===== src/hw/rtl/mtstk_pkg.sv =====
`timescale 1ns / 1ps

package mtstk_pkg;

    localparam int STACK_DEPTH = 64;
    localparam int ADDR_W      = $clog2(STACK_DEPTH);
    localparam int CNT_W       = $clog2(STACK_DEPTH + 1);
    localparam int DATA_W      = 8;
    localparam int DEPTH_W     = 7;
    localparam int STATUS_W    = 2;
    localparam int MODE_W      = 2;

    localparam logic [MODE_W-1:0] MODE_PUSH = 2'd0;
    localparam logic [MODE_W-1:0] MODE_POP  = 2'd1;

    localparam logic [STATUS_W-1:0] ST_OK    = 2'd0;
    localparam logic [STATUS_W-1:0] ST_UNDER = 2'd1;
    localparam logic [STATUS_W-1:0] ST_OVER  = 2'd2;

    typedef enum logic [1:0] {
        S_IDLE  = 2'b01,
        S_FETCH = 2'b10
    } state_t;

    typedef struct packed {
        logic accept;
        logic fetch;
    } dp_cmd_t;

    typedef struct packed {
        logic pop_ok;
    } dp_status_t;

endpackage


===== src/hw/rtl/min_tracking_stack.sv =====
`timescale 1ns / 1ps

// channel | direction | tdata fields (lowest bit up)
// s_*     | in        | mode[1:0], value[9:2], zero pad [15:10]
// m_*     | out       | popped_value[7:0], top_value[15:8], min_value[23:16],
//         |           | depth[30:24], status[32:31], zero pad [39:33]
//
// push, read and rejected requests give their result in the cycle after accept
// a successful pop goes through the fetch state before its result: the new top and
// minimum come from the registered read ports of the item and minimum memories
// a new request is taken in the cycle the pending result leaves
// reset clears counts, flags and control state; memory contents are never cleared
// a stalled result holds; input is refused until it is taken

module min_tracking_stack
    import mtstk_pkg::*;
(
    input  logic        clk,
    input  logic        rst_n,
    input  logic        s_tvalid,
    output logic        s_tready,
    input  logic [15:0] s_tdata,   // mode, value
    output logic        m_tvalid,
    input  logic        m_tready,
    output logic [39:0] m_tdata    // popped_value, top_value, min_value, depth, status
);

    dp_cmd_t                  dp_cmd;
    dp_status_t               dp_status;
    logic signed [DATA_W-1:0] popped_value, top_value, min_value;
    logic [DEPTH_W-1:0]       depth;
    logic [STATUS_W-1:0]      status;

    mtstk_ctrl u_ctrl (
        .clk       (clk),
        .rst_n     (rst_n),
        .s_tvalid  (s_tvalid),
        .s_tready  (s_tready),
        .m_tvalid  (m_tvalid),
        .m_tready  (m_tready),
        .dp_status (dp_status),
        .dp_cmd    (dp_cmd)
    );

    mtstk_dp u_dp (
        .clk          (clk),
        .rst_n        (rst_n),
        .dp_cmd       (dp_cmd),
        .dp_status    (dp_status),
        .mode         (s_tdata[1:0]),
        .value        (s_tdata[9:2]),
        .popped_value (popped_value),
        .top_value    (top_value),
        .min_value    (min_value),
        .depth        (depth),
        .status       (status)
    );

    assign m_tdata = {7'd0, status, depth, min_value, top_value, popped_value};

    a_no_accept_on_stall: assert property (@(posedge clk) disable iff (!rst_n)
        (m_tvalid && !m_tready) |-> !s_tready)
        else $error("request accepted while result stalled");

    a_fetch_gives_result: assert property (@(posedge clk) disable iff (!rst_n)
        dp_cmd.fetch |=> m_tvalid)
        else $error("pop fetch did not produce a result");

    a_quick_result: assert property (@(posedge clk) disable iff (!rst_n)
        (dp_cmd.accept && !dp_status.pop_ok) |=> m_tvalid)
        else $error("single cycle request gave no result");

    a_pop_fetches: assert property (@(posedge clk) disable iff (!rst_n)
        (dp_cmd.accept && dp_status.pop_ok) |=> (dp_cmd.fetch && !s_tready))
        else $error("pop not followed by fetch");

endmodule


===== src/hw/rtl/mtstk_ram.sv =====
`timescale 1ns / 1ps

module mtstk_ram #(
    parameter int WIDTH = 8,
    parameter int DEPTH = 64
) (
    input  logic                     clk,
    input  logic                     we,
    input  logic [$clog2(DEPTH)-1:0] waddr,
    input  logic [WIDTH-1:0]         wdata,
    input  logic [$clog2(DEPTH)-1:0] raddr,
    output logic [WIDTH-1:0]         rdata
);

    logic [WIDTH-1:0] mem [DEPTH];

    always_ff @(posedge clk)
    begin
        if (we)
        begin
            mem[waddr] <= wdata;
        end
        rdata <= mem[raddr];
    end

endmodule


===== src/hw/rtl/mtstk_ctrl.sv =====
`timescale 1ns / 1ps

module mtstk_ctrl
    import mtstk_pkg::*;
(
    input  logic       clk,
    input  logic       rst_n,
    input  logic       s_tvalid,
    output logic       s_tready,
    output logic       m_tvalid,
    input  logic       m_tready,
    input  dp_status_t dp_status,
    output dp_cmd_t    dp_cmd
);

    state_t state_reg, state_next;
    logic   out_valid_reg, out_valid_next;
    logic   accept;

    assign s_tready = (state_reg == S_IDLE) && (!out_valid_reg || m_tready);
    assign accept   = s_tvalid && s_tready;
    assign m_tvalid = out_valid_reg;

    assign dp_cmd.accept = accept;
    assign dp_cmd.fetch  = (state_reg == S_FETCH);

    always_comb
    begin
        state_next     = state_reg;
        out_valid_next = out_valid_reg;
        if (out_valid_reg && m_tready)
        begin
            out_valid_next = 1'b0;
        end
        case (state_reg)
            S_IDLE:
            begin
                if (accept)
                begin
                    if (dp_status.pop_ok)
                    begin
                        state_next = S_FETCH;
                    end
                    else
                    begin
                        out_valid_next = 1'b1;
                    end
                end
            end
            S_FETCH:
            begin
                state_next     = S_IDLE;
                out_valid_next = 1'b1;
            end
            default:
            begin
                state_next = S_IDLE;
            end
        endcase
    end

    always_ff @(posedge clk or negedge rst_n)
    begin
        if (!rst_n)
        begin
            state_reg     <= S_IDLE;
            out_valid_reg <= 1'b0;
        end
        else
        begin
            state_reg     <= state_next;
            out_valid_reg <= out_valid_next;
        end
    end

endmodule


===== src/hw/rtl/mtstk_dp.sv =====
`timescale 1ns / 1ps

module mtstk_dp
    import mtstk_pkg::*;
(
    input  logic                       clk,
    input  logic                       rst_n,
    input  dp_cmd_t                    dp_cmd,
    output dp_status_t                 dp_status,
    input  logic [MODE_W-1:0]          mode,
    input  logic signed [DATA_W-1:0]   value,
    output logic signed [DATA_W-1:0]   popped_value,
    output logic signed [DATA_W-1:0]   top_value,
    output logic signed [DATA_W-1:0]   min_value,
    output logic [DEPTH_W-1:0]         depth,
    output logic [STATUS_W-1:0]        status
);

    logic [CNT_W-1:0]          item_count_reg, item_count_next;
    logic [CNT_W-1:0]          min_count_reg, min_count_next;
    logic signed [DATA_W-1:0]  top_reg, top_next;
    logic signed [DATA_W-1:0]  min_reg, min_next;
    logic signed [DATA_W-1:0]  popped_reg, popped_next;
    logic [STATUS_W-1:0]       status_reg, status_next;
    logic                      min_popped_reg, min_popped_next;

    logic                      is_push, is_pop, full, empty;
    logic                      push_ok, min_push;
    logic                      item_we, min_we;
    logic [DATA_W-1:0]         item_rdata, min_rdata;

    assign is_push = (mode == MODE_PUSH);
    assign is_pop  = (mode == MODE_POP);
    assign full    = (item_count_reg >= CNT_W'(STACK_DEPTH));
    assign empty   = (item_count_reg == '0);
    assign push_ok = is_push && !full;
    assign min_push = push_ok &&
        ((min_count_reg == '0) ||
         ((min_count_reg < CNT_W'(STACK_DEPTH)) && (value <= min_reg)));

    assign dp_status.pop_ok = is_pop && !empty;

    assign item_we = dp_cmd.accept && push_ok;
    assign min_we  = dp_cmd.accept && min_push;

    // read addresses point one below the current top, the new top after a pop
    mtstk_ram #(
        .WIDTH (DATA_W),
        .DEPTH (STACK_DEPTH)
    ) u_item_ram (
        .clk   (clk),
        .we    (item_we),
        .waddr (ADDR_W'(item_count_reg)),
        .wdata (value),
        .raddr (ADDR_W'(item_count_reg - CNT_W'(2))),
        .rdata (item_rdata)
    );

    mtstk_ram #(
        .WIDTH (DATA_W),
        .DEPTH (STACK_DEPTH)
    ) u_min_ram (
        .clk   (clk),
        .we    (min_we),
        .waddr (ADDR_W'(min_count_reg)),
        .wdata (value),
        .raddr (ADDR_W'(min_count_reg - CNT_W'(2))),
        .rdata (min_rdata)
    );

    always_comb
    begin
        item_count_next = item_count_reg;
        min_count_next  = min_count_reg;
        top_next        = top_reg;
        min_next        = min_reg;
        popped_next     = popped_reg;
        status_next     = status_reg;
        min_popped_next = min_popped_reg;
        if (dp_cmd.accept)
        begin
            popped_next     = '0;
            status_next     = ST_OK;
            min_popped_next = 1'b0;
            if (is_push)
            begin
                if (full)
                begin
                    status_next = ST_OVER;
                end
                else
                begin
                    item_count_next = item_count_reg + CNT_W'(1);
                    top_next        = value;
                    if (min_push)
                    begin
                        min_count_next = min_count_reg + CNT_W'(1);
                        min_next       = value;
                    end
                end
            end
            else if (is_pop)
            begin
                if (empty)
                begin
                    status_next = ST_UNDER;
                end
                else
                begin
                    item_count_next = item_count_reg - CNT_W'(1);
                    popped_next     = top_reg;
                    if ((min_count_reg != '0) && (top_reg == min_reg))
                    begin
                        min_count_next  = min_count_reg - CNT_W'(1);
                        min_popped_next = 1'b1;
                    end
                end
            end
        end
        if (dp_cmd.fetch)
        begin
            top_next = item_rdata;
            if (min_popped_reg)
            begin
                min_next = min_rdata;
            end
        end
    end

    always_ff @(posedge clk or negedge rst_n)
    begin
        if (!rst_n)
        begin
            item_count_reg <= '0;
            min_count_reg  <= '0;
            min_popped_reg <= 1'b0;
        end
        else
        begin
            item_count_reg <= item_count_next;
            min_count_reg  <= min_count_next;
            min_popped_reg <= min_popped_next;
        end
    end

    always_ff @(posedge clk)
    begin
        top_reg    <= top_next;
        min_reg    <= min_next;
        popped_reg <= popped_next;
        status_reg <= status_next;
    end

    assign popped_value = popped_reg;
    assign top_value    = empty ? '0 : top_reg;
    assign min_value    = (empty || (min_count_reg == '0)) ? '0 : min_reg;
    assign depth        = DEPTH_W'(item_count_reg);
    assign status       = status_reg;

endmodule


===== config.mk =====
export PLATFORM = sky130hd
export DESIGN_NAME = min_tracking_stack
export DESIGN_NICKNAME = d
export VERILOG_FILES = /design/src/hw/rtl/mtstk_pkg.sv /design/src/hw/rtl/min_tracking_stack.sv /design/src/hw/rtl/mtstk_ram.sv /design/src/hw/rtl/mtstk_ctrl.sv /design/src/hw/rtl/mtstk_dp.sv
export SDC_FILE = /design/constraint.sdc
export NUM_CORES = 1
export LEC_CHECK = 0
export ABC_CLOCK_PERIOD_IN_PS = 4200
export BUFFER_PORTS_ARGS = -buffer_cell sky130_fd_sc_hd__buf_2
export CAP_MARGIN = 40
export CORE_ASPECT_RATIO = 1.75
export CORE_MARGIN = 5
export CORE_UTILIZATION = 30
export DETAILED_ROUTE_END_ITERATION = 8
export HOLD_SLACK_MARGIN = 0.08
export MAX_ROUTING_LAYER = met4
export PLACE_DENSITY = 0.48
export SETUP_SLACK_MARGIN = 0.15
export SYNTH_ARGS = -nofsm -noshare
export SYNTH_HDL_FRONTEND = slang
export SYNTH_SLANG_ARGS = --single-unit

===== constraint.sdc =====
create_clock -name clk -period 4.2 [get_ports clk]
set_clock_uncertainty 0.05 [all_clocks]
set_input_delay 0 -clock clk [delete_from_list [all_inputs] [get_ports clk]]
set_output_delay 0 -clock clk [all_outputs]
set_load 0.02 [all_outputs]

=== After elaboration in Yosys (flattened, before gate mapping) ===
Memory sizes are Yosys's and may differ from the RTL's. A register that Yosys moved wholly into a read port is not among the register bits.
Cells that the tools add are included.

* Word-level logic and storage cells: 101
* Memories kept: 2
* Output and inout port bits: 42
* RAM bits: 1,024
* Input bits: 20
* Register bits after elaboration: 44

* Muxes and demuxes: 41
* Reductions and logical operators: 29
* Bitwise logic cells: 1
* Eq/ne operators: 10
* Magnitude comparators: 3
* $add $sub $neg: 6

{| class="wikitable"
|+ Memory list
! name !! depth !! bits a word !! rd ports !! clocked after memory_dff !! write ports !! RTL line !! RTL
|-
| u_dp.u_item_ram.mem || 64 || 8 || 1 || 1 || 1 || mtstk_ram.sv:15 || <nowiki>logic [WIDTH-1:0] mem [DEPTH];</nowiki>
|-
| u_dp.u_min_ram.mem || 64 || 8 || 1 || 1 || 1 || mtstk_ram.sv:15 ||
|}

{| class="wikitable"
|+ Operators with widths
! cell !! number
|-
| 8-bit 2-to-1 mux || 12
|-
| 7-bit 2-to-1 mux || 10
|-
| 7-bit by 1-bit adder with 7-bit output, second input constant || 2
|-
| 7-bit zero test || 2
|-
| 7-bit by 1-bit subtractor with 7-bit output, second input constant || 2
|-
| 1-bit 2-to-1 mux || 12
|-
| 2-bit 2-to-1 mux || 6
|-
| 6-bit by 2-bit subtractor with 6-bit output, second input constant || 2
|-
| 1-bit logical AND || 10
|-
| 8-bit == test || 1
|-
| 8-bit less-or-equal comparator || 1
|-
| 2-bit != test, second input constant || 4
|-
| 2-bit nonzero test || 4
|-
| 7-bit greater-or-equal comparator, second input constant || 1
|-
| 7-bit < comparator, second input constant || 1
|-
| 7-bit nonzero test || 1
|-
| 6-bit AND reduction || 1
|-
| 2-bit by 1-bit == test with 1-bit output, second input constant || 2
|-
| 2-bit by 1-bit != test with 1-bit output, second input constant || 2
|-
| 4-bit AND reduction || 1
|-
| 1-bit zero test || 3
|-
| 1-bit logical OR || 3
|-
| 3-bit AND reduction || 1
|-
| 2-bit == test, second input constant || 1
|-
| other kinds (5) || 5
|}

=== Depth between registers and ports, before layout ===
Gate-level depths: netlist (run 1).

* Word-level depth: 10
* Gate-level depth with buffers: 13

=== Hierarchy ===
From an unflattened synthesis (run 1), not the netlist that was laid out.

* Cell total of the unflattened synthesis: 2,183
* Area, all modules: 43,364.1 µm²

{| class="wikitable"
|+ Modules (own cells, without submodules)
! module !! seq. area each (µm²) !! area an instance (µm²) !! cells an instance !! times used
|-
| mtstk_ram || 15,534.9 || 20,166.8 || 940 || 2
|-
| mtstk_dp || 1,076.0 || 2,783.9 || 277 || 1
|-
| mtstk_ctrl || 76.3 || 190.2 || 18 || 1
|-
| min_tracking_stack || 0.0 || 56.3 || 8 || 1
|}

=== Worst setup path before layout (run 1) ===
OpenSTA, ideal clock, no wires.

* Path type: register to register
* Start: reg u_dp.item_count_reg[1] (netlist: u_dp.depth[1])
* End: reg u_dp.u_item_ram.rdata[6], read port of u_dp.u_item_ram.mem
* Period minus slack after synthesis: 3.032 ns
* Setup slack: 1.168 ns
* Setup time: 0.115 ns
* Stages on the path, launching flop included: 12
* Data required time: 4.035 ns
* Data arrival time: 2.867 ns
* Cells stage by stage: dfrtp_1 > buf_4 > buf_6 > buf_4 > inv_1 > ha_1 > buf_2 > xnor2_2 > mux4_2 > inv_1 > a22oi_1 > and3_1

* Longest elaborated chain between the ends: 1

{| class="wikitable"
|+ Ends and longest elaborated chain
! item !! RTL line !! RTL
|-
| start: declaration || mtstk_dp.sv:19 || <nowiki>logic [CNT_W-1:0] item_count_reg, item_count_next;</nowiki>
|-
| start signal: assignment || mtstk_dp.sv:140 || <nowiki>item_count_reg <= item_count_next;</nowiki>
|-
| 6-bit by 2-bit subtractor with 6-bit output || mtstk_dp.sv:55 || <nowiki>.raddr (ADDR_W'(item_count_reg - CNT_W'(2))),</nowiki>
|-
| end: declaration || mtstk_ram.sv:12 || <nowiki>output logic [WIDTH-1:0] rdata</nowiki>
|}

No other way between the ends.
A chain may end at the register's enable or synchronous reset.

=== Worst setup path in the final report (run 1) ===
* Start: reg u_dp.item_count_reg[0] (netlist: u_dp.depth[0])
* End: reg u_dp.item_count_reg[6] (netlist: u_dp.depth[6])

* Longest elaborated chain between the ends: 4
* Elaborated cells between the ends (all ways): 11

{| class="wikitable"
|+ Ends and longest elaborated chain
! item !! RTL line !! RTL
|-
| 7-bit by 1-bit subtractor with 7-bit output || mtstk_dp.sv:110 || <nowiki>item_count_next = item_count_reg - CNT_W'(1);</nowiki>
|-
| 7-bit 2-to-1 mux || mtstk_dp.sv:104 || <nowiki>if (empty)</nowiki>
|-
| 7-bit 2-to-1 mux || mtstk_dp.sv:102 || <nowiki>else if (is_pop)</nowiki>
|-
| 7-bit 2-to-1 mux || mtstk_dp.sv:85 || <nowiki>if (is_push)</nowiki>
|}

Parallel ways exist; a longest one is shown, timed or not. The select of a mux whose other input is x is not followed.

==> summary.txt, run 1 <==
Global route
  – Pin count of the biggest net entering global routing: 89
  – Met2 Resource Use GR: 28.99%
  – Vias in the first global route: 23090
  – First-pass GRT wire length: 163100 um
  – GRT Util Overall: 14.98%
  – GR Layer Usage met3: 1.779%
  – Gr ovfl total: 0
  – Grt peak-use layer: met2
  – Initial antenna violation count: 1
  – Met1 Resource Use GR: 15.13%

Synth
  – Top post-synthesis cells by count: edfxtp_1, mux4_2, nor2_1, nand2_1, clkbuf_1
  – Netlist cell types: 72
  – Count leader, synth: edfxtp_1
  – Yosys top cell by area: edfxtp_1
  – Sequential fraction of the synthesis area: 74.53%
  – Primary FF master, synth: edfxtp_1
  – Synth top area cells: edfxtp_1, mux4_2, nor2_1
  – Seq cells post-synth: 1084
  – Synth Area per Inst: 19.82 um^2
  – Mapped Cells: 2181
  – Synth top area share: 72.37%
  – Number of synthesized flops with an enable pin: 1042
  – Async SR Flop Fraction: 1.661%
  – YS warnings: 0
  – Mapped Area: 43240 um^2

Clock network
  – CTS buffer count: 94
  – Hold_buf cts: 18
  – CTS tree: built
  – Clk Latency, worst-skew pair: 0.69 ns
  – Post-CTS setup repair buffer count: 0
  – CTS root buf: clkbuf_16
  – CTS Buffer Depth: 3
  – H-tree depth: 3
  – Post-CTS Resized: 0
  – CTS clk-pin slew, worst paths: 0.07 ns
  – CTS Sinks: 1084

Worst setup path
  – Slowest CP cell: dfrtp_4
  – Worst Setup SP: u_dp.depth[0]
  – Startpoint of the worst register-to-register path: u_dp.depth[0]
  – Crit start category: flip-flop
  – Required @ worst endpoint: 4.72 ns
  – CP cell instances: fa_1 > a21o_1 > a21oi_1 > o21a_1 > nand3_1 > dlygate4sd3_1 > a22o_1 > dlygate4sd3_1
  – Max incr delay on CP: 0.79 ns
  – Crit Path Class: reg2reg
  – Worst flop-to-flop path endpoint: u_dp.depth[6]
  – Critical Path Sink Type: flip-flop
  – Crit path max fanout: 42
  – Worst EP arrival: 4.08 ns
  – Top cell by count, worst path: dlygate4sd3_1
  – Worst reg2reg path depth: 8
  – Reg2Reg Setup Slack: 0.65 ns

Layout
  – Biggest regs: u_dp.u_item_ram.mem (512), u_dp.u_min_ram.mem (512)
  – Syn-to-layout area delta: 15.56%
  – Fin area: 49970 um^2
  – Fraction of layout cells with a size suffix above 1: 27.03%
  – Finished Layout Cells: 4332
  – Fill count: 13410
  – Layout Nets: 2445

Timing
  – Tmin final: 3.552 ns
  – Max_slew headroom: 37.55%
  – Worst-case hold slack: 0.2983 ns
  – Worst slew pin tran: 0.9333 ns
  – Slew Limit Fails: 0
  – Final Hold Viols: 0
  – # setup viols final: 0
  – Period utilisation layout: 84.58%
  – Setup TNS: 0 ns
  – Highest Clock Rate: 0.2815 GHz
  – RSZ-0062 raised after global routing: false

Floorplan
  – Initial Utilization: 30.15%
  – Die Y: 512.2 um
  – Area of the core: 143400 um^2
  – Chip width: 297.0 um
  – I/O pin count: 62
  – Cell Rows: 184
  – Total Die Area: 152100 um^2

Hold path
  – Hold Crit Class: in2reg
  – Worst Hold Depth: 4
  – Hold Path Origin: s_tdata[1]
  – Hold path endpoint: u_dp.status[0]

Power and ir drop
  – LEAKAGE: 15.81 nW
  – Maximum VDD drop: 510.7 uV
  – PD cells: 630.5 nW/um^2
  – Overall power: 31.51 mW

Detailed routing
  – DRC Markers: 0
  – WL final: 112300 um
  – Final ANT Viol Nets: 0
  – Via count: 21100
  – Avg WL per Cell: 25.93 um
  – DR pass1 iterations: 7
  – 1st-iter DRT viols: 1427
  – Vias per cell: 4.870

Run status
  – Status: complete, no violations

Placed design
  – Hpwl dp: 75750 um
  – Port buffer count: 48
  – Placed Cells: 4138
  – Placed inst area: 46690 um^2
  – Final GP Congestion: 0.8513

Flow run
  – Number of max-cap violations: 0
-- metal layers --
metal  vias up  routed length, um  share of wire [%]
li1       9212                  -                  -
met1     11260              39400                 35
met2       454              64500                 57
met3       173               3244                2.9
met4         0               5172                4.6
met5         -                  0                  0
-- power by group --
part / leakage [nW] / internal (mW) / switching [mW]
Combinational: 4.54 / 4.15 / 5.87
Sequential: 9.79 / 12.1 / 0.566
Clock: 1.48 / 4.78 / 3.99
Total: 15.8 / 21.1 / 10.4
-- area by class of cell --
| cell class | count | area (um^2) | share of cell area, % |
|---|---|---|---|
| Inverter | 35 | 131.4 | 0.2629 |
| Clock buffer | 110 | 2454 | 4.911 |
| Tap cell | 1860 | 2327 | 4.658 |
| Multi-Input combinational cell | 950 | 10330 | 20.67 |
| Antenna cell | 1 | 2.502 | 0.005008 |
| Clock inverter | 64 | 628.1 | 1.257 |
| Sequential cell | 1084 | 32240 | 64.52 |
| Timing Repair Buffer | 228 | 1857 | 3.716 |
-- layout by cell type, fill, tap and decap left out, types with 8 or more instances in the layout --
master / n
nor3_1: 13
buf_2: 40
xor2_1: 12
mux4_2: 270
mux2i_1: 44
dfxtp_1: 24
clkinv_2: 18
a32oi_1: 34
ha_1: 30
nand3_1: 40
clkinvlp_4: 11
dlygate4sd3_1: 18
nor2b_1: 18
nand4_1: 12
edfxtp_1: 1042
nand2_1: 150
bufinv_16: 9
and2_1: 11
dfrtp_1: 13
inv_1: 34
mux2_2: 8
a21oi_1: 21
clkinv_1: 16
buf_4: 156
o21ai_0: 13
clkbuf_16: 95
buf_12: 9
nand2b_1: 13
and4_1: 8
clkbuf_1: 13
nor2_1: 155
-- metrics by stage --
step	setup slack, ns	util (%)
3_3_place_gp	0.6752	32.46
3_5_place_dp	0.6834	32.55
4_1_cts	0.6314	34.82
6_report	0.6478	34.84
5_1_grt	0.4255	34.84
2_1_floorplan	1.168	-
-- critical path: cells and delay by family, from the launching register on --
| kind | cells | cell delay (ns) |
|---|---|---|
| buffers and inverters | 2 | 1.13 |
| flip-flops | 1 | 0.79 |
| AND/OR/NAND/NOR | 1 | 0.08 |
| adder cells (fa/ha/maj) | 1 | 0.57 |
| AO/OA/AOI/OAI | 4 | 0.81 |
-- cell families after synthesis --
logic type / Yosys count / synth area share (%)
DFF: 1084 / 74.53
and+or+nand+nor: 449 / 4.763
muxes: 328 / 15.55
buffers and inverters: 153 / 1.725
AOI/OAI and AO/OA: 111 / 1.965
adders and majority gates: 32 / 0.9608
xor gates and xnor gates: 23 / 0.5007
other: 1 / 0.008673
-- worst max path at each step --
stage,to,cells past startpoint,slack [ns]
floorplan,u_dp.u_item_ram.rdata[6],11,1.17
global placement,u_dp.u_min_ram.mem[47][6],11,0.68
detailed placement,u_dp.u_min_ram.mem[47][1],11,0.68
CTS,u_dp.depth[6],8,0.63
global route,u_dp.u_min_ram.mem[47][4],9,0.43
finish,u_dp.depth[6],8,0.65
Note: power is estimated with default switching activity, not from simulation.
==> inputs of run 2 (changes only) <==
--- a/config.mk
+++ b/config.mk
@@ -5,7 +5,8 @@
 export SDC_FILE = /design/constraint.sdc
 export NUM_CORES = 1
 export LEC_CHECK = 0
-export ABC_CLOCK_PERIOD_IN_PS = 4200
+export ABC_AREA = 1
+export ABC_CLOCK_PERIOD_IN_PS = 3600
 export BUFFER_PORTS_ARGS = -buffer_cell sky130_fd_sc_hd__buf_2
 export CAP_MARGIN = 40
 export CORE_ASPECT_RATIO = 1.75
==> constraint.sdc (replaced) <==
create_clock -name clk -period 3.6 [get_ports clk]
set_clock_uncertainty 0.05 [all_clocks]
set_input_delay 0 -clock clk [delete_from_list [all_inputs] [get_ports clk]]
set_output_delay 0 -clock clk [all_outputs]
set_load 0.02 [all_outputs]
==> summary.txt, run 2 <==
Run status
  – Status: complete, no violations

Layout
  – Commonest non-fill, non-tap cells in the layout: edfxtp_1, nor2_1, o21ai_0
  – Commonest non-fill, non-tap cell in the layout: edfxtp_1
  – Finished Layout Cells: 5521 (+27%)
  – Layout Nets: 3610 (+48%)
  – Syn-to-layout area delta: 14.66%
  – Biggest regs: u_dp.u_item_ram.mem (512), u_dp.u_min_ram.mem (512)
  – Fraction of layout cells with a size suffix above 1: 11.19% (-16 points)

Detailed routing
  – Met1 WL: 51220 um (+30%)
  – Final ANT Viol Nets: 0 (unchanged)
  – Vias per cell: 5.069 (+4.1%)
  – 1st-iter DRT viols: 2152 (+51%)
  – DR pass1 iterations: 6 (-1)
  – Top sig layer: met4
  – DRC Markers: 0 (unchanged)
  – Via count: 27990 (+33%)
  – Avg WL per Cell: 24.51 um (-5.5%)
  – WL final: 135300 um (+20%)
  – Met3 routed WL: 5009 um (+54%)
  – Routed length on met2: 72690 um (+13%)

Clock network
  – CTS clk-pin slew, worst paths: 0.07 ns (about the same)
  – CTS root buf: clkbuf_16
  – Clk Latency, worst-skew pair: 0.70 ns (about the same)
  – CTS Sinks: 1084 (unchanged)
  – CTS buffer count: 95 (+1.1%)
  – CTS Buffer Depth: 3 (unchanged)
  – H-tree depth: 3 (unchanged)
  – CTS tree: built

Synth
  – Synth Area per Inst: 12.74 um^2 (-36%)
  – Number of synthesized flops with an enable pin: 1042 (unchanged)
  – Synth top area share: 71.18% (-1.2 points)
  – Seq cells post-synth: 1084 (unchanged)
  – Count leader, synth: edfxtp_1
  – Mapped Area: 43960 um^2 (+1.7%)
  – Netlist cell types: 41 (-43%)
  – Sequential fraction of the synthesis area: 73.31% (-1.2 points)
  – Yosys top cell by area: edfxtp_1
  – Primary FF master, synth: edfxtp_1
  – YS warnings: 0 (unchanged)
  – Synth top area cells: edfxtp_1, nor2_1, o21ai_0
  – Mapped Cells: 3450 (+58%)
  – Async SR Flop Fraction: 1.661% (unchanged)
  – Top post-synthesis cells by count: edfxtp_1, nor2_1, o21ai_0, clkbuf_1, o22ai_1

Timing
  – Period utilisation layout: 92.24% (+7.7 points)
  – Tmin final: 3.321 ns (-0.2316 ns)
  – Worst slew pin tran: 1.212 ns (+0.2786 ns)
  – Final Hold Viols: 0 (unchanged)
  – Worst-case hold slack: 0.1222 ns (-0.1761 ns)
  – RSZ-0062 raised after global routing: true
  – Setup TNS: 0 ns (unchanged)
  – Highest Clock Rate: 0.3011 GHz (+7.0%)
  – Max_slew headroom: 19.21% (-18 points)
  – # setup viols final: 0 (unchanged)
  – Slew Limit Fails: 0 (unchanged)

Hold path
  – Hold Crit Class: in2reg

Global route
  – GRT Util Overall: 17.44% (+2.5 points)
  – Pin count of the biggest net entering global routing: 131 (+47%)
  – First-pass GRT wire length: 194200 um (+19%)
  – Gr ovfl total: 0 (unchanged)
  – Initial antenna violation count: 7 (+6)
  – Vias in the first global route: 28350 (+23%)

Power and ir drop
  – Combinational Power Share: 39.7% (+7.9 points)
  – Sequential group share of total power: 35.6% (-4.8 points)
  – Psw: 16.85 mW (+62%)
  – Clock power frac: 24.7% (-3.1 points)
  – Switching part of the total power: 41.22% (+8.1 points)
  – PD cells: 811.0 nW/um^2 (+29%)
  – LEAKAGE: 16.31 nW (+3.2%)
  – Maximum VDD drop: 563.0 uV (+10%)
  – Overall power: 40.88 mW (+30%)
  – Internal power: 24.03 mW (+14%)

Placed design
  – Hpwl dp: 84290 um (+11%)
  – Port buffer count: 48 (unchanged)
  – Final GP Congestion: 0.8955 (+5.2%)
  – Placed Cells: 5321 (+29%)

Worst setup path
  – Worst Path Buf+Inv: 1 (-1)
  – Crit path max fanout: 17 (-60%)
  – Top cell by count, worst path: nand2_1
  – CP cell instances: inv_1 > ha_1 > nand2_1 > nor2_1 > nand2_1 > nand3_1 > nand2_1 > nand2_1 > nand2_1 > nand2_4 > nand2_4 > nor2_8 > nand2_2 > nor2_1
  – Crit-path leading delay family: simple AND/OR/NAND/NOR gates
  – Crit start category: flip-flop
  – Crit Path Class: reg2reg
  – Slowest CP cell: nor2_1
  – Reg2Reg Setup Slack: 0.28 ns (-0.37 ns)
  – Critical Path Sink Type: flip-flop
  – Max incr delay on CP: 0.60 ns (-0.19 ns)
  – Required @ worst endpoint: 3.87 ns (-0.85 ns)
  – Worst EP arrival: 3.59 ns (-0.49 ns)

Floorplan
  – Cell Rows: 186 (+1.1%)
  – Total Die Area: 154600 um^2 (+1.6%)
  – Initial Utilization: 30.08% (-0.069 points)
  – Die Y: 516.4 um (+0.81%)
  – Chip width: 299.4 um (+0.80%)
  – Area of the core: 146200 um^2 (+1.9%)
  – I/O pin count: 62 (unchanged)

Flow run
  – Number of max-cap violations: 0 (unchanged)
run 2: changes by cell type after synthesis, moves of 34 or more:
cell and change:
mux2i_1 -44, buf_2 +48, a32oi_1 -34, nand3_1 +41, o22ai_1 +129, o21ai_0 +594, o221ai_1 +89, clkbuf_1 +89
nor2_1 +658, mux4_2 -270, o211ai_1 +95
run 2: layout make-up:
cell class                 count  area (um^2)
antenna                        3        7.507
sequential                  1084        32240
clock buffer                 118         2589
timing repair buffer         234         1998
multi-input combinational   2080        10540
fill                       14390        95750
clock inverter                59        427.9
tap                         1880         2352
inverter                      63        251.5
run 2: worst paths after layout:
path / cells after the start / start / to
min in group asynchronous: 3 / rst_n / u_ctrl.state_reg[0]
worst max-delay path: 14 / u_dp.min_reg[7] / u_dp.u_min_ram.mem[6][2]
worst min register to register: 2 / u_dp.u_item_ram.rdata[3] / u_dp.top_reg[3]
max in group asynchronous: 5 / rst_n / u_dp.min_count_reg[1]
worst max register to register: 14 / u_dp.min_reg[7] / u_dp.u_min_ram.mem[6][2]
worst min-delay path: 2 / s_tdata[2] / u_dp.u_item_ram.mem[32][0]
run 2: cells by family (layout without fill, tap and decap cells):
kind of cell / after synthesis / in the layout / synth area share (%)
and+or+nand+nor: 1054 / 1054 / 9.735
other: 1 / 10 / 0.008531
adders and majority gates: 32 / 32 / 0.9450
DFF: 1084 / 1084 / 73.31
xor gates and xnor gates: 20 / 20 / 0.4327
AOI/OAI and AO/OA: 967 / 967 / 12.73
buffers and inverters: 292 / 474 / 2.846
run 2: worst reg2reg max path: cells and delay by family (launching register included):
kind,cells,cell delay [ns]
buffers and inverters,1,0.08
adder cells (fa/ha/maj),1,0.34
flip-flops,1,0.34
AND/OR/NAND/NOR,12,2.12
run 2: metal layers:
| layer | vias to the layer above | GRT usage [%] |
|---|---|---|
| met3 | 239 | 2.017 |
| met1 | 14070 | 18.95 |
| met5 | - | - |
| met2 | 711 | 32.13 |
| li1 | 12970 | - |
| met4 | 0 | 7.516 |
run 2: what timing repair did:
action / in CTS / in global routing
hold buffers: 19 / 0
hold endpoints to repair: 710 / 0
setup endpoints to repair: 0 / 74
buffers inserted: 0 / 0
gates resized for setup: 0 / 4
run 2: power groups by stage:
stage | Sequential, mW | Combinational, mW | Clock (mW)
finish | 14.6 | 16.2 | 10.1
global route | 14.6 | 17.3 | 10.8
CTS | 14.6 | 16.3 | 10.3
detailed placement | 14.8 | 16.2 | 0
global placement | 14.8 | 16.2 | 0
floorplan | 14.7 | 9.30 | 0
run 2: per-stage QoR:
step / cell area, um^2 / worst slack, ns / util [%]
after detailed placement: 47160 / 0.3262 / 32.27
after global placement: 47110 / 0.2661 / 32.23
after global routing: 50400 / 0.09138 / 34.48
after CTS: 50370 / 0.2722 / 34.46
final: 50400 / 0.2793 / 34.48
after floorplan: 43980 / 0.5874 / -
==> inputs of run 3 (changes only) <==
--- a/config.mk
+++ b/config.mk
@@ -11,11 +11,11 @@
 export CAP_MARGIN = 40
 export CORE_ASPECT_RATIO = 1.75
 export CORE_MARGIN = 5
-export CORE_UTILIZATION = 30
+export CORE_UTILIZATION = 54
 export DETAILED_ROUTE_END_ITERATION = 8
 export HOLD_SLACK_MARGIN = 0.08
 export MAX_ROUTING_LAYER = met4
-export PLACE_DENSITY = 0.48
+export PLACE_DENSITY = 0.74
 export SETUP_SLACK_MARGIN = 0.15
 export SYNTH_ARGS = -nofsm -noshare
 export SYNTH_HDL_FRONTEND = slang
==> summary.txt, run 3 (synthesized netlist as in run 2, its figures left out) <==
Timing
  – Tmin final: 3.242 ns (-0.07847 ns)
  – Worst-case hold slack: 0.1343 ns (+0.01216 ns)
  – Worst slew pin tran: 0.8977 ns (-0.3142 ns)
  – Max_slew headroom: 39.95% (+21 points)
  – RSZ-0062 raised after global routing: true
  – Highest Clock Rate: 0.3084 GHz (+2.4%)
  – # setup viols final: 0 (unchanged)
  – Final Hold Viols: 0 (unchanged)
  – Period utilisation layout: 90.06% (-2.2 points)
  – Worst setup slack after layout: 0.3578 ns (+0.07848 ns)
  – Setup TNS: 0 ns (unchanged)
  – Slew Limit Fails: 0 (unchanged)

Layout
  – Storage element area: 32240 um^2 (unchanged)
  – Layout Nets: 3582 (-0.78%)
  – Commonest non-fill, non-tap cells in the layout: edfxtp_1, nor2_1, o21ai_0
  – Commonest non-fill, non-tap cell in the layout: edfxtp_1
  – Syn-to-layout area delta: 11.89%
  – Fin area: 49180 um^2 (-2.4%)
  – Biggest regs: u_dp.u_item_ram.mem (512), u_dp.u_min_ram.mem (512)
  – Fill count: 6110 (-58%)
  – Multi-input gate area: 10540 um^2 (about the same)
  – Fraction of layout cells with a size suffix above 1: 10.44% (-0.74 points)
  – # diodes: 0 (-3)

Detailed routing
  – Final ANT Viol Nets: 0 (unchanged)
  – WL final: 115200 um (-15%)
  – DR pass1 iterations: 6 (unchanged)
  – Via count: 28920 (+3.3%)
  – Vias per cell: 6.219 (+23%)
  – 1st-iter DRT viols: 3157 (+47%)
  – DRC Markers: 0 (unchanged)
  – Avg WL per Cell: 24.78 um (+1.1%)

Floorplan
  – Initial Utilization: 54.40% (+24 points)
  – Die Y: 387.4 um (-25%)
  – I/O pin count: 62 (unchanged)
  – Cell Rows: 138 (-26%)
  – Chip width: 225.7 um (-25%)
  – Area of the core: 80810 um^2 (-45%)
  – Total Die Area: 87430 um^2 (-43%)

Hold path
  – Hold Crit Class: in2async

Global route
  – Gr ovfl total: 0 (unchanged)
  – GR Layer Usage met3: 4.155% (+2.1 points)
  – Met1 Resource Use GR: 29.74% (+11 points)
  – GRT Util Overall: 26.73% (+9.3 points)
  – Met2 Resource Use GR: 45.47% (+13 points)
  – Vias in the first global route: 28400 (+0.19%)
  – Pin count of the biggest net entering global routing: 173 (+32%)
  – Grt peak-use layer: met2
  – First-pass GRT wire length: 172000 um (-11%)
  – Initial antenna violation count: 0 (-7)

Worst setup path
  – Crit path max fanout: 17 (unchanged)
  – Max incr delay on CP: 0.58 ns (-0.02 ns)
  – Required @ worst endpoint: 3.85 ns (-0.02 ns)
  – Crit start category: flip-flop
  – Worst EP arrival: 3.49 ns (-0.10 ns)
  – Top cell by count, worst path: nand2_1
  – Slowest CP cell: nor2_1
  – Crit Path Class: reg2reg
  – Critical Path Sink Type: flip-flop
  – CP cell instances: inv_1 > ha_1 > a21o_1 > nor2_1 > nand2_1 > nand2_1 > nand2_1 > nand2_1 > nand2_1 > nand2_4 > nand2_4 > nor2_8 > nand2_2 > nor2_1
  – Reg2Reg Setup Slack: 0.36 ns (+0.08 ns)

Clock network
  – CTS clk-pin slew, worst paths: 0.07 ns (about the same)
  – CTS root buf: clkbuf_16
  – CTS tree: built
  – Post-CTS setup repair buffer count: 0 (unchanged)
  – CTS Sinks: 1084 (unchanged)
  – CTS Buffer Depth: 3 (unchanged)
  – Clk Latency, worst-skew pair: 0.68 ns (-0.02 ns)
  – H-tree depth: 3 (unchanged)
  – CTS buffer count: 87 (-8.4%)

Placed design
  – Post-Place Worst Slack: 0.3710 ns (+0.04480 ns)
  – Final GP Congestion: 0.9314 (+4.0%)
  – Hpwl dp: 70770 um (-16%)
  – Port buffer count: 48 (unchanged)
  – Placed inst area: 45990 um^2 (-2.5%)

Power and ir drop
  – Overall power: 40.11 mW (-1.9%)
  – Maximum VDD drop: 881.1 uV (+56%)
  – LEAKAGE: 16.16 nW (-0.90%)
  – PD cells: 815.5 nW/um^2 (+0.55%)

Flow run
  – Number of max-cap violations: 0 (unchanged)

Run status
  – Status: complete, no violations
## run 3: cell types whose count changed in the layout (fill, tap and decap cells not counted), sizes merged
cell      delta
diode        -3
clkinv      -12
clkinvlp     +3
inv          -3
bufinv       +9
clkbuf      -15
buf         -20
## run 3: path summary, 6_finish.rpt
path,start,to,cells past startpoint
hold / removal,rst_n,u_dp.depth[3],3
min in group clk,s_tdata[2],u_dp.top_reg[0],4
setup / recovery,u_dp.min_reg[7],u_dp.u_min_ram.mem[13][0],14
hold reg to reg,u_dp.u_min_ram.rdata[3],u_dp.min_reg[3],2
setup reg to reg,u_dp.min_reg[7],u_dp.u_min_ram.mem[13][0],14
max in group asynchronous,rst_n,u_ctrl.state_reg[0],4
## run 3: cell type report
type | count | share of cell area, %
inverters | 63 | 0.5063
well taps | 1050 | 2.671
multi-input cells | 2080 | 21.43
clock inverters | 56 | 1.338
flip-flops and latches | 1084 | 65.55
clock buffers | 103 | 4.699
repair buffers | 214 | 3.811
## run 3: critical path, delay by kind of cell (launching register included)
kind / cells / cell delay, ns
DFF: 1 / 0.35
AOI/OAI and AO/OA: 1 / 0.17
and+or+nand+nor: 11 / 1.90
adders and majority gates: 1 / 0.32
buffers and inverters: 1 / 0.07
## run 3: per-stage QoR
stage	utilization [%]	std cells
after floorplan	-	3456
after global placement	56.75	4466
after detailed placement	56.92	4471
after CTS	60.83	4649
after global routing	60.86	4650
final	60.86	4650
## run 3: power breakdown
| part | internal [mW] | switching (mW) |
|---|---|---|
| registers | 14.2 | 0.372 |
| logic | 4.37 | 11.2 |
| clock network | 5.56 | 4.43 |
| total | 24.1 | 16.0 |
## run 3: what timing repair did
item                       in CTS  in global routing
hold buffers                   19                  0
resized for setup               0                  5
setup endpoints to repair       0                 80
hold endpoints to repair      595                  0
## run 3: metal layers
layer,vias up,part of all wire (%)
li1,12900,-
met1,14010,33
met2,1631,51
met3,376,7.8
met4,0,7.4
met5,-,0
